[config.mk]
export PLATFORM = sky130hd
export DESIGN_NAME = locomotion_mode_guard_unit
export DESIGN_NICKNAME = d
export VERILOG_FILES = /design/src/rtl/lmg_pkg.sv /design/src/rtl/locomotion_mode_guard_unit.sv
export SDC_FILE = /design/constraint.sdc
export NUM_CORES = 1
export LEC_CHECK = 0
export BUFFER_PORTS_ARGS = -buffer_cell sky130_fd_sc_hd__buf_4
export CORE_ASPECT_RATIO = 0.7
export CORE_MARGIN = 2
export CORE_UTILIZATION = 25
export CTS_BUF_LIST = sky130_fd_sc_hd__clkbuf_8
export DETAILED_ROUTE_END_ITERATION = 6
export PLACE_DENSITY = 0.44
export SYNTH_ARGS = -nofsm -noshare
export SYNTH_HDL_FRONTEND = slang
export SYNTH_SLANG_ARGS = --single-unit
[constraint.sdc]
create_clock -name clk -period 4.5 [get_ports clk]
set_input_delay 0.675 -clock clk [delete_from_list [all_inputs] [get_ports clk]]
set_output_delay 0.675 -clock clk [all_outputs]
set_load 0.01 [all_outputs]
[src/rtl/lmg_pkg.sv]
// Shared types, codes and helper functions for the locomotion mode guard.
// No dependencies; imported by locomotion_mode_guard_unit.
`default_nettype none

package lmg_pkg;

    localparam int unsigned SPEED_W  = 16;
    localparam int unsigned LIMIT_W  = 15;
    localparam int unsigned MODE_W   = 3;
    localparam int unsigned CMD_W    = 2;
    localparam int unsigned AXES     = 3;
    localparam int unsigned CFG_IDX_W = 2;

    localparam int unsigned IN_DATA_W  = 56;
    localparam int unsigned OUT_DATA_W = 56;

    typedef logic [MODE_W-1:0]         mode_t;
    typedef logic [CMD_W-1:0]          cmd_t;
    typedef logic signed [SPEED_W-1:0] speed_t;
    typedef logic [LIMIT_W-1:0]        limit_t;
    typedef logic [CFG_IDX_W-1:0]      cfg_idx_t;

    localparam mode_t MODE_ESTOP      = 3'd0;
    localparam mode_t MODE_FREE       = 3'd1;
    localparam mode_t MODE_STAND_DOWN = 3'd2;
    localparam mode_t MODE_STAND_UP   = 3'd3;
    localparam mode_t MODE_BALANCE    = 3'd4;
    localparam mode_t MODE_MOVE       = 3'd5;

    localparam cmd_t CMD_SET_MODE  = 2'd0;
    localparam cmd_t CMD_SET_SPEED = 2'd1;
    localparam cmd_t CMD_READ_MODE = 2'd2;
    localparam cmd_t CMD_READ_SPEED = 2'd3;

    localparam cfg_idx_t CFG_LIMIT_FORWARD  = 2'd0;
    localparam cfg_idx_t CFG_LIMIT_SIDEWAYS = 2'd1;
    localparam cfg_idx_t CFG_LIMIT_TURN     = 2'd2;

    function automatic logic mode_valid(input mode_t m);
        mode_valid = (m <= MODE_MOVE);
    endfunction

    // fixed transitions of the mode graph
    function automatic logic table_step(input mode_t from, input mode_t to);
        logic ok;
        ok = 1'b0;
        case (from)
            MODE_ESTOP:      ok = (to == MODE_STAND_DOWN);
            MODE_FREE:       ok = (to == MODE_STAND_DOWN);
            MODE_STAND_DOWN: ok = (to == MODE_STAND_UP);
            MODE_STAND_UP:   ok = (to == MODE_BALANCE) || (to == MODE_STAND_DOWN);
            MODE_BALANCE:    ok = (to == MODE_MOVE) || (to == MODE_STAND_UP);
            MODE_MOVE:       ok = (to == MODE_BALANCE);
            default:         ok = 1'b0;
        endcase
        table_step = ok;
    endfunction

    function automatic speed_t clamp_mag(input speed_t v, input limit_t lim);
        logic signed [SPEED_W:0] v_ext;
        logic signed [SPEED_W:0] hi;
        logic signed [SPEED_W:0] lo;
        speed_t res;
        v_ext = {v[SPEED_W-1], v};
        hi    = $signed({2'b00, lim});
        lo    = -hi;
        if (v_ext > hi)
        begin
            res = hi[SPEED_W-1:0];
        end
        else if (v_ext < lo)
        begin
            res = lo[SPEED_W-1:0];
        end
        else
        begin
            res = v;
        end
        clamp_mag = res;
    endfunction

endpackage

`default_nettype wire

[src/rtl/locomotion_mode_guard_unit.sv]
// Locomotion mode guard: mode transition check, velocity clamp and read-clear logic.
// Depends on lmg_pkg.
//
// Takes one request per clock cycle while the output is not stalled. A request is
// captured in an input register, checked against the held mode and clamped in a
// single pass of logic, and the result is registered in the output register. Mode,
// previous mode, changed flag and held velocity update in that same pass, so every
// request sees the state left by the one before it. While a result waits, the input
// register can still take one request; the limits are written through the cfg port,
// which is always ready, and take effect from the next request.
`default_nettype none

module locomotion_mode_guard_unit
    import lmg_pkg::*;
(
    input  wire logic                  clk,
    input  wire logic                  rst_n,
    input  wire logic                  cfg_valid,
    output logic                       cfg_ready,
    input  wire logic [CFG_IDX_W-1:0]  cfg_index,
    input  wire logic [LIMIT_W-1:0]    cfg_data,
    input  wire logic                  s_axis_tvalid,
    output logic                       s_axis_tready,
    // [2:0] wanted_mode, [18:3] speed_forward, [34:19] speed_sideways,
    // [50:35] turn_rate, [55:51] zero
    input  wire logic [IN_DATA_W-1:0]  s_axis_tdata,
    // [1:0] cmd
    input  wire logic [CMD_W-1:0]      s_axis_tuser,
    output logic                       m_axis_tvalid,
    input  wire logic                  m_axis_tready,
    // [0] accepted, [3:1] mode_now, [4] changed_flag, [20:5] out_forward,
    // [36:21] out_sideways, [52:37] out_turn, [55:53] zero
    output logic [OUT_DATA_W-1:0]      m_axis_tdata
);

    limit_t limit_reg [AXES];

    logic   in_valid_reg;
    cmd_t   in_cmd_reg;
    mode_t  in_mode_reg;
    speed_t in_speed_reg [AXES];

    mode_t  cur_mode_reg,  cur_mode_next;
    mode_t  prev_mode_reg, prev_mode_next;
    logic   dirty_reg,     dirty_next;
    speed_t vel_reg [AXES];
    speed_t vel_next [AXES];

    logic   out_valid_reg;
    logic   res_accepted;
    logic   res_flag;
    speed_t res_vel [AXES];
    logic   out_accepted_reg;
    mode_t  out_mode_reg;
    logic   out_flag_reg;
    speed_t out_vel_reg [AXES];

    logic   advance;
    logic   take_in;
    logic   step;
    logic   mode_ok;

    assign cfg_ready     = 1'b1;
    assign advance       = !out_valid_reg || m_axis_tready;
    assign s_axis_tready = !in_valid_reg || advance;
    assign take_in       = s_axis_tvalid && s_axis_tready;
    assign step          = in_valid_reg && advance;

    always_ff @(posedge clk or negedge rst_n)
    begin
        if (!rst_n)
        begin
            for (int i = 0; i < AXES; i++)
            begin
                limit_reg[i] <= '0;
            end
        end
        else if (cfg_valid)
        begin
            unique case (cfg_index)
                CFG_LIMIT_FORWARD:  limit_reg[0] <= cfg_data;
                CFG_LIMIT_SIDEWAYS: limit_reg[1] <= cfg_data;
                CFG_LIMIT_TURN:     limit_reg[2] <= cfg_data;
                default:            ;
            endcase
        end
    end

    always_ff @(posedge clk or negedge rst_n)
    begin
        if (!rst_n)
        begin
            in_valid_reg <= 1'b0;
        end
        else if (s_axis_tready)
        begin
            in_valid_reg <= s_axis_tvalid;
        end
    end

    always_ff @(posedge clk)
    begin
        if (take_in)
        begin
            in_cmd_reg      <= s_axis_tuser;
            in_mode_reg     <= s_axis_tdata[2:0];
            in_speed_reg[0] <= s_axis_tdata[18:3];
            in_speed_reg[1] <= s_axis_tdata[34:19];
            in_speed_reg[2] <= s_axis_tdata[50:35];
        end
    end

    assign mode_ok = mode_valid(in_mode_reg) &&
                     ((in_mode_reg == MODE_ESTOP) || (in_mode_reg == MODE_FREE) ||
                      ((cur_mode_reg == MODE_FREE) && (in_mode_reg == prev_mode_reg)) ||
                      table_step(cur_mode_reg, in_mode_reg));

    always_comb
    begin
        cur_mode_next  = cur_mode_reg;
        prev_mode_next = prev_mode_reg;
        dirty_next     = dirty_reg;
        res_accepted   = 1'b1;
        for (int i = 0; i < AXES; i++)
        begin
            vel_next[i] = vel_reg[i];
        end

        unique case (in_cmd_reg)
            CMD_SET_MODE:
            begin
                if (!mode_valid(in_mode_reg))
                begin
                    res_accepted = 1'b0;
                end
                else if (in_mode_reg != cur_mode_reg)
                begin
                    if (mode_ok)
                    begin
                        prev_mode_next = cur_mode_reg;
                        cur_mode_next  = in_mode_reg;
                        dirty_next     = 1'b1;
                        for (int i = 0; i < AXES; i++)
                        begin
                            vel_next[i] = '0;
                        end
                    end
                    else
                    begin
                        res_accepted = 1'b0;
                    end
                end
            end
            CMD_SET_SPEED:
            begin
                if (cur_mode_reg == MODE_MOVE)
                begin
                    for (int i = 0; i < AXES; i++)
                    begin
                        vel_next[i] = clamp_mag(in_speed_reg[i], limit_reg[i]);
                    end
                end
                else
                begin
                    res_accepted = 1'b0;
                    for (int i = 0; i < AXES; i++)
                    begin
                        vel_next[i] = '0;
                    end
                end
            end
            default:
            begin
            end
        endcase

        res_flag = dirty_next;
        for (int i = 0; i < AXES; i++)
        begin
            res_vel[i] = vel_next[i];
        end

        if (in_cmd_reg == CMD_READ_MODE)
        begin
            dirty_next = 1'b0;
        end
        if (in_cmd_reg == CMD_READ_SPEED)
        begin
            for (int i = 0; i < AXES; i++)
            begin
                vel_next[i] = '0;
            end
        end
    end

    always_ff @(posedge clk or negedge rst_n)
    begin
        if (!rst_n)
        begin
            cur_mode_reg  <= MODE_STAND_DOWN;
            prev_mode_reg <= MODE_STAND_DOWN;
            dirty_reg     <= 1'b1;
            for (int i = 0; i < AXES; i++)
            begin
                vel_reg[i] <= '0;
            end
        end
        else if (step)
        begin
            cur_mode_reg  <= cur_mode_next;
            prev_mode_reg <= prev_mode_next;
            dirty_reg     <= dirty_next;
            for (int i = 0; i < AXES; i++)
            begin
                vel_reg[i] <= vel_next[i];
            end
        end
    end

    always_ff @(posedge clk or negedge rst_n)
    begin
        if (!rst_n)
        begin
            out_valid_reg <= 1'b0;
        end
        else if (advance)
        begin
            out_valid_reg <= in_valid_reg;
        end
    end

    always_ff @(posedge clk)
    begin
        if (step)
        begin
            out_accepted_reg <= res_accepted;
            out_mode_reg     <= cur_mode_next;
            out_flag_reg     <= res_flag;
            for (int i = 0; i < AXES; i++)
            begin
                out_vel_reg[i] <= res_vel[i];
            end
        end
    end

    assign m_axis_tvalid = out_valid_reg;
    assign m_axis_tdata  = {3'b000, out_vel_reg[2], out_vel_reg[1], out_vel_reg[0],
                            out_flag_reg, out_mode_reg, out_accepted_reg};

endmodule

`default_nettype wire
==> results of run 1 <==
[worst paths after layout]
path,endpoint,cells after the start,slack (ps)
min in group clk,in_speed_reg[0][9],1,250
max in group asynchronous,vel_reg[34],2,3480
worst min-delay path,vel_reg[23],1,80
worst max register to register,out_vel_reg[0][1],16,360
worst max-delay path,out_vel_reg[0][1],16,360
worst min register to register,vel_reg[0],2,480
[area by class of cell]
type | count | area, um^2 | area share
multi-input combinational | 808 | 5720 | 0.393
clock inverter | 26 | 194 | 0.0133
sequential | 208 | 5740 | 0.394
tap | 621 | 777 | 0.0534
inverter | 72 | 270 | 0.0186
timing repair buffer | 162 | 1250 | 0.0861
clock buffer | 44 | 606 | 0.0416
[cells in the final DEF (no fill, tap or decap), types with 29 or more instances in the layout]
master / netlist / final
a21oi_1: 56 / 56
buf_4: 9 / 159
clkbuf_8: 0 / 44
dfrtp_1: 99 / 99
edfxtp_1: 106 / 106
ha_1: 96 / 96
inv_1: 72 / 83
mux2_2: 47 / 47
nand2_1: 143 / 143
nor2_1: 50 / 50
o21ai_0: 89 / 89
xnor2_1: 29 / 29
[power groups by stage]
stage	combinational, mW	sequential, mW	clock, mW
detailed placement	1.61	2.53	0
global placement	1.59	2.53	0
CTS	1.62	2.49	2.02
finish	1.61	2.50	1.94
floorplan	1.09	2.44	0
global route	1.81	2.53	2.10
[cells in the mapped netlist (all sizes together) (22+ instances only)]
cell type  number  area share
a21oi          56       0.023
a22o           22       0.016
buf            23       0.015
clkbuf         32       0.010
dfrtp          99        0.21
edfxtp        106        0.27
ha             96        0.10
inv            72       0.023
mux2           47       0.044
nand2         144       0.045
nor2           52       0.018
nor3           26       0.013
o21ai         101       0.042
xnor2          30       0.023
[kinds of logic (layout without fill, tap and decap cells)]
group | count (synthesis) | in the layout | share of synthesized area
xor+xnor | 36 | 36 | 0.0269
simple gates | 319 | 319 | 0.130
flops | 208 | 208 | 0.479
buf+inv | 127 | 304 | 0.0479
compound gates | 294 | 294 | 0.162
other cells | 2 | 4 | 0.000626
mux | 59 | 59 | 0.0542
fa+ha+maj | 96 | 96 | 0.100
[routing by layer]
metal	share of wire	GRT usage
met3	0.057	0.0338
met2	0.40	0.214
met1	0.52	0.236
met5	0.00034	0
met4	0.017	0.0378
==> summary.md, run 1 <==
| Metric | Value |
|---|---|
| Max Clock Skew | `roughly 41 ps` |
| Initial cell density of the core | `0.252` |
| Die height | `approximately 190 um` |
| First DRT Iteration DRCs | `roughly 700` |
| Die X | `between 200 and 300 um` |
| Synth Area per Inst | `10.5 um^2` |
| CP Launch Point | `limit_reg[30]` |
| Via Count | `9310` |
| Final hold viol count | `0` |
| Initial antenna violation count | `1` |
| MaxCap Viol Count | `0` |
| Top delay family on crit path | `simple AND/OR/NAND/NOR gates` |
| Design Area, Final | `roughly 15000 um^2` |
| Maximum number of pins on one net before global-route repair | `just over 40` |
| LEAKAGE | `~6.2 nW` |
| Total of warnings raised by yosys | `0` |
| # fillers | `approximately 4900` |
| Worst path max stage delay | `~420 ps` |
| RSZ-0062 raised after global routing | `no` |
| Gr ovfl total | `0` |
| Crit path arrival time | `4490 ps` |
| Via density | `between 4 and 5` |
| Post-layout min period | `a little over 4000 ps` |
| H-tree levels | `2` |
| Worst-margin pin slew | `approximately 910 ps` |
| Register area share after synthesis | `0.479` |
| Critical Path, Cell by Cell | `inv_1 > ha_1 > nand4_1 > nor2_1 > and2_1 > nand3_1 > xnor2_1 > ha_1 > nand4_1 > or2_2 > a311oi_1 > o31ai_2 > buf_4 > mux2i_1 > o21ai_0 > buf_4` |
| GRT Overall Usage | `0.153` |
| First-pass GRT wire length | `57600 um` |
| Clk slew on worst S/H paths | `around 60 ps` |
| Tot Pwr | `around 6.0 mW` |
| Setup violators final | `0` |
| Internal | `between 4 and 5 mW` |
| Fin util | `0.306` |
| TritonCTS clock tree | `done` |
| Comb pwr share | `0.267` |
| Placed cell area | `roughly 14000 um^2` |
| Critical path required time | `slightly below 5000 ps` |
| Post-route insts no fill | `about 1900` |
| Vias in the first global route | `9146` |
| TNS Setup | `0 ps` |
| Cell Area, Synth | `about 12000 um^2` |
| Async set-reset flop share out of synthesis | `0.490` |
| Worst skew pair latency | `~600 ps` |
| Layout net count | `between 1000 and 1500` |
| DP HPWL | `between 20000 and 30000 um` |
| Clock Tree Root | `clkbuf_8` |
| Final worst slack | `approximately 360 ps` |
| Total CTS buffers | `39` |
| Max Root-Sink Buffers | `3` |
| Routed wire length | `approximately 38000 um` |
| Core box area | `47600 um^2` |
| P&R area growth vs syn | `21.4%` |
| Post-Syn Instances | `around 1100` |
| Detailed Routing Iterations Pass 1 | `5` |
| Sw Share | `0.337` |
| Worst Path Max Fanout | `16` |
| Status | `completed` |
| Post-synth EDFFs | `~110` |
| Worst path slowest cell | `dfrtp_1` |
| Clk pwr share | `0.321` |
| Max IR drop VDD | `0.000171 V` |
| # hold bufs at CTS | `0` |
| Antenna Nets Post-Route | `0` |
| R2r startpoint | `limit_reg[30]` |
| Hold Path Class | `input pin to asynchronous set/reset pin` |
| Fmax achieved | `0.242 GHz` |
| Setup Fix Bufs, Post-CTS | `0` |
| Clock Sinks | `between 200 and 250` |
| Gpl congestion | `0.859` |
| Drt drc | `0` |
| IO Pins | `139` |
| Placed insts | `approximately 1900` |
| Max-slew violation count | `0` |
| Setup CP Type | `flip-flop to flip-flop` |
| CTS resizes | `0` |
| Relative slew slack | `0.394` |
| Row cnt | `67` |
| Final period util | `0.920` |
| Hold WS | `76.1 ps` |
| #FFs+latches synth | `208` |
| Crit path launch type | `flip-flop` |
| Synth cell types | `81` |
| Sequential Power Share | `0.413` |
| Number of port buffers | `129` |
| Sw Pwr | `about 2.0 mW` |
| Avg WL per Cell | `a little under 20 um` |
| Proportion of layout cells with a drive suffix above 1 | `0.224` |
| Dpl ws | `323 ps` |
| Setup crit end kind | `flip-flop` |
| Bufs and invs on worst path | `3` |
| Ys flop type | `edfxtp_1` |
| Antenna Cells | `0` |
| Die Footprint | `49800 um^2` |
| Pwr per Cell Area | `between 400 and 500 nW/um^2` |
Note: power is estimated with default switching activity, not from simulation.
==> run 2: changes to the inputs <==
--- a/config.mk
+++ b/config.mk
@@ -11,7 +11,7 @@
 export CORE_UTILIZATION = 25
 export CTS_BUF_LIST = sky130_fd_sc_hd__clkbuf_8
 export DETAILED_ROUTE_END_ITERATION = 6
-export PLACE_DENSITY = 0.44
+export PLACE_DENSITY = 0.5
 export SYNTH_ARGS = -nofsm -noshare
 export SYNTH_HDL_FRONTEND = slang
 export SYNTH_SLANG_ARGS = --single-unit
==> run 2 against run 1 <==
Sequential cell count unchanged. Count of clock-buffer cells in the layout increased by 1. Global-route usage is essentially flat. Design area about the same. Final cell count did not move.
==> summary.md, run 2 (synthesis gave the netlist of run 1 again) <==
| Metric | Value |
|---|---|
| GRT Overall Usage | `0.154 (about the same)` |
| Die X | `266 um (unchanged)` |
| Crit path launch type | `flip-flop` |
| Final worst slack | `278 ps (-82.4 ps)` |
| Setup CP Type | `flip-flop to flip-flop` |
| Layout net count | `1466 (-0.068%)` |
| Relative slew slack | `0.196 (-0.197)` |
| Depth of the worst register-to-register path | `16 (unchanged)` |
| Setup crit end kind | `flip-flop` |
| H-tree levels | `2 (unchanged)` |
| Drt drc | `0 (unchanged)` |
| Via density | `4.81 (+0.24%)` |
| Antenna Cells | `0 (unchanged)` |
| R2r startpoint | `limit_reg[0]` |
| Hold Path Class | `input pin to asynchronous set/reset pin` |
| Via Count | `9332 (+0.24%)` |
| TritonCTS clock tree | `done` |
| First-pass GRT wire length | `58200 um (+1.1%)` |
| # hold bufs at CTS | `0 (unchanged)` |
| Clock Sinks | `208 (unchanged)` |
| Most frequent cells in the layout | `156 x buf_4, 143 x nand2_1, 106 x edfxtp_1, 99 x dfrtp_1, 96 x ha_1` |
| Clk slew on worst S/H paths | `60 ps (about the same)` |
| Gpl congestion | `0.847 (-1.4%)` |
| Antenna Nets Post-Route | `0 (unchanged)` |
| Setup violators final | `0 (unchanged)` |
| Worst skew pair latency | `560 ps (-40 ps)` |
| Routed wire length | `37900 um (about the same)` |
| Die Footprint | `49800 um^2 (unchanged)` |
| Max-slew violation count | `0 (unchanged)` |
| Final period util | `0.938 (+0.0183)` |
| DP HPWL | `27500 um (-1.9%)` |
| Max Clock Skew | `19.0 ps (-22.3 ps)` |
| Core box area | `47600 um^2 (unchanged)` |
| Pwr per Cell Area | `413 nW/um^2 (-0.61%)` |
| Detailed Routing Iterations Pass 1 | `5 (unchanged)` |
| LEAKAGE | `6.22 nW (+0.33%)` |
| Vias in the first global route | `9528 (+4.2%)` |
| Setup Fix Bufs, Post-CTS | `0 (unchanged)` |
| Row cnt | `67 (unchanged)` |
| Proportion of layout cells with a drive suffix above 1 | `0.226 (+0.00152)` |
| Number of port buffers | `129 (unchanged)` |
| Total CTS buffers | `40 (+2.6%)` |
| R2r setup slk | `280 ps (-80 ps)` |
| First DRT Iteration DRCs | `766 (+12%)` |
| Clock Tree Root | `clkbuf_8` |
| Worst Path Max Fanout | `5 (-11)` |
| Crit path arrival time | `4540 ps (+50 ps)` |
| Status | `completed` |
| Gr ovfl total | `0 (unchanged)` |
| RSZ-0062 raised after global routing | `no` |
| MaxCap Viol Count | `0 (unchanged)` |
| Critical path required time | `4810 ps (-40 ps)` |
| Initial antenna violation count | `1 (unchanged)` |
| IO Pins | `139 (unchanged)` |
| P&R area growth vs syn | `21.4% (about the same)` |
| Dpl ws | `282 ps (-41.2 ps)` |
| Avg WL per Cell | `19.5 um (about the same)` |
| Max Root-Sink Buffers | `3 (unchanged)` |
| Initial cell density of the core | `0.252 (unchanged)` |
| Die height | `187 um (unchanged)` |
| Post-layout min period | `4220 ps (+82.4 ps)` |
| Worst-margin pin slew | `1210 ps (+299 ps)` |
| Fmax achieved | `0.237 GHz (-2.0%)` |
| Final hold viol count | `0 (unchanged)` |
| Max IR drop VDD | `0.000178 V (+4.2%)` |
| TNS Setup | `0 ps (unchanged)` |
| RR Endpoint | `out_vel_reg[0][36]` |
| Commonest non-fill, non-tap cell in the layout | `buf_4` |
| Maximum number of pins on one net before global-route repair | `56 (+37%)` |
-- run 2: layout make-up --
class	count	area [um^2]
Clock buffer	45	619
Timing Repair Buffer	160	1250
Multi-Input combinational cell	808	5740
Fill cell	4962	33100
Inverter	72	270
Sequential cell	208	5740
Tap cell	621	777
Clock inverter	27	164
-- run 2: worst max-delay path by stage --
stage	end	start	slack [ps]	cells past startpoint
floorplan	out_vel_reg[0][27]	limit_reg[16]	730	17
global placement	out_vel_reg[0][21]	limit_reg[17]	360	15
detailed placement	out_vel_reg[0][34]	limit_reg[0]	280	16
CTS	out_vel_reg[0][34]	limit_reg[0]	300	16
global route	out_vel_reg[0][8]	limit_reg[31]	1	18
finish	out_vel_reg[0][36]	limit_reg[0]	280	16
-- run 2: routing by layer --
| metal | part of all wire | track usage | routed length (um) | vias up |
|---|---|---|---|---|
| met1 | 0.51 | 0.233 | 19300 | 4525 |
| li1 | - | - | - | 4479 |
| met5 | 0 | 0 | 0 | - |
| met3 | 0.073 | 0.0413 | 2770 | 54 |
| met2 | 0.40 | 0.212 | 15100 | 274 |
| met4 | 0.018 | 0.0378 | 691 | 0 |
-- run 2: repair_timing --
item | 4_1_cts | 5_1_grt
endpoints found under the setup margin | 0 | 14
endpoints found under the hold margin | 0 | 0
resized for setup | 0 | 5
-- run 2: stage by stage --
step / instances / util / power (mW) / cell area (um^2) / hold slack [ps]
final: 1941 / 0.306 / 6.01 / 14600 / 180
after global routing: 1941 / 0.306 / 6.41 / 14600 / 221
after CTS: 1941 / 0.305 / 6.08 / 14500 / 182
after detailed placement: 1869 / 0.289 / 4.13 / 13800 / 467
after global placement: 1869 / 0.289 / 4.10 / 13800 / 454
after floorplan: 1143 / - / 3.53 / 12000 / 379
-- run 2: where the power goes --
part,internal (mW),leakage [nW],switching (mW)
sequential,2.25,2.35,0.236
clock,1.03,0.461,0.868
combinational,0.690,3.41,0.932
-- run 2: worst max-delay path, cell delays in order, from the launching register on --
cell	delay, ps
dfrtp_1	430
inv_1	110
ha_1	240
and3_1	210
nand2_1	150
or4_1	460
xnor2_1	230
inv_1	70
ha_1	280
and4_2	290
nand3_1	90
o211a_1	240
or3_1	410
o22a_1	210
o221ai_1	70
a21oi_1	210
a22o_1	290
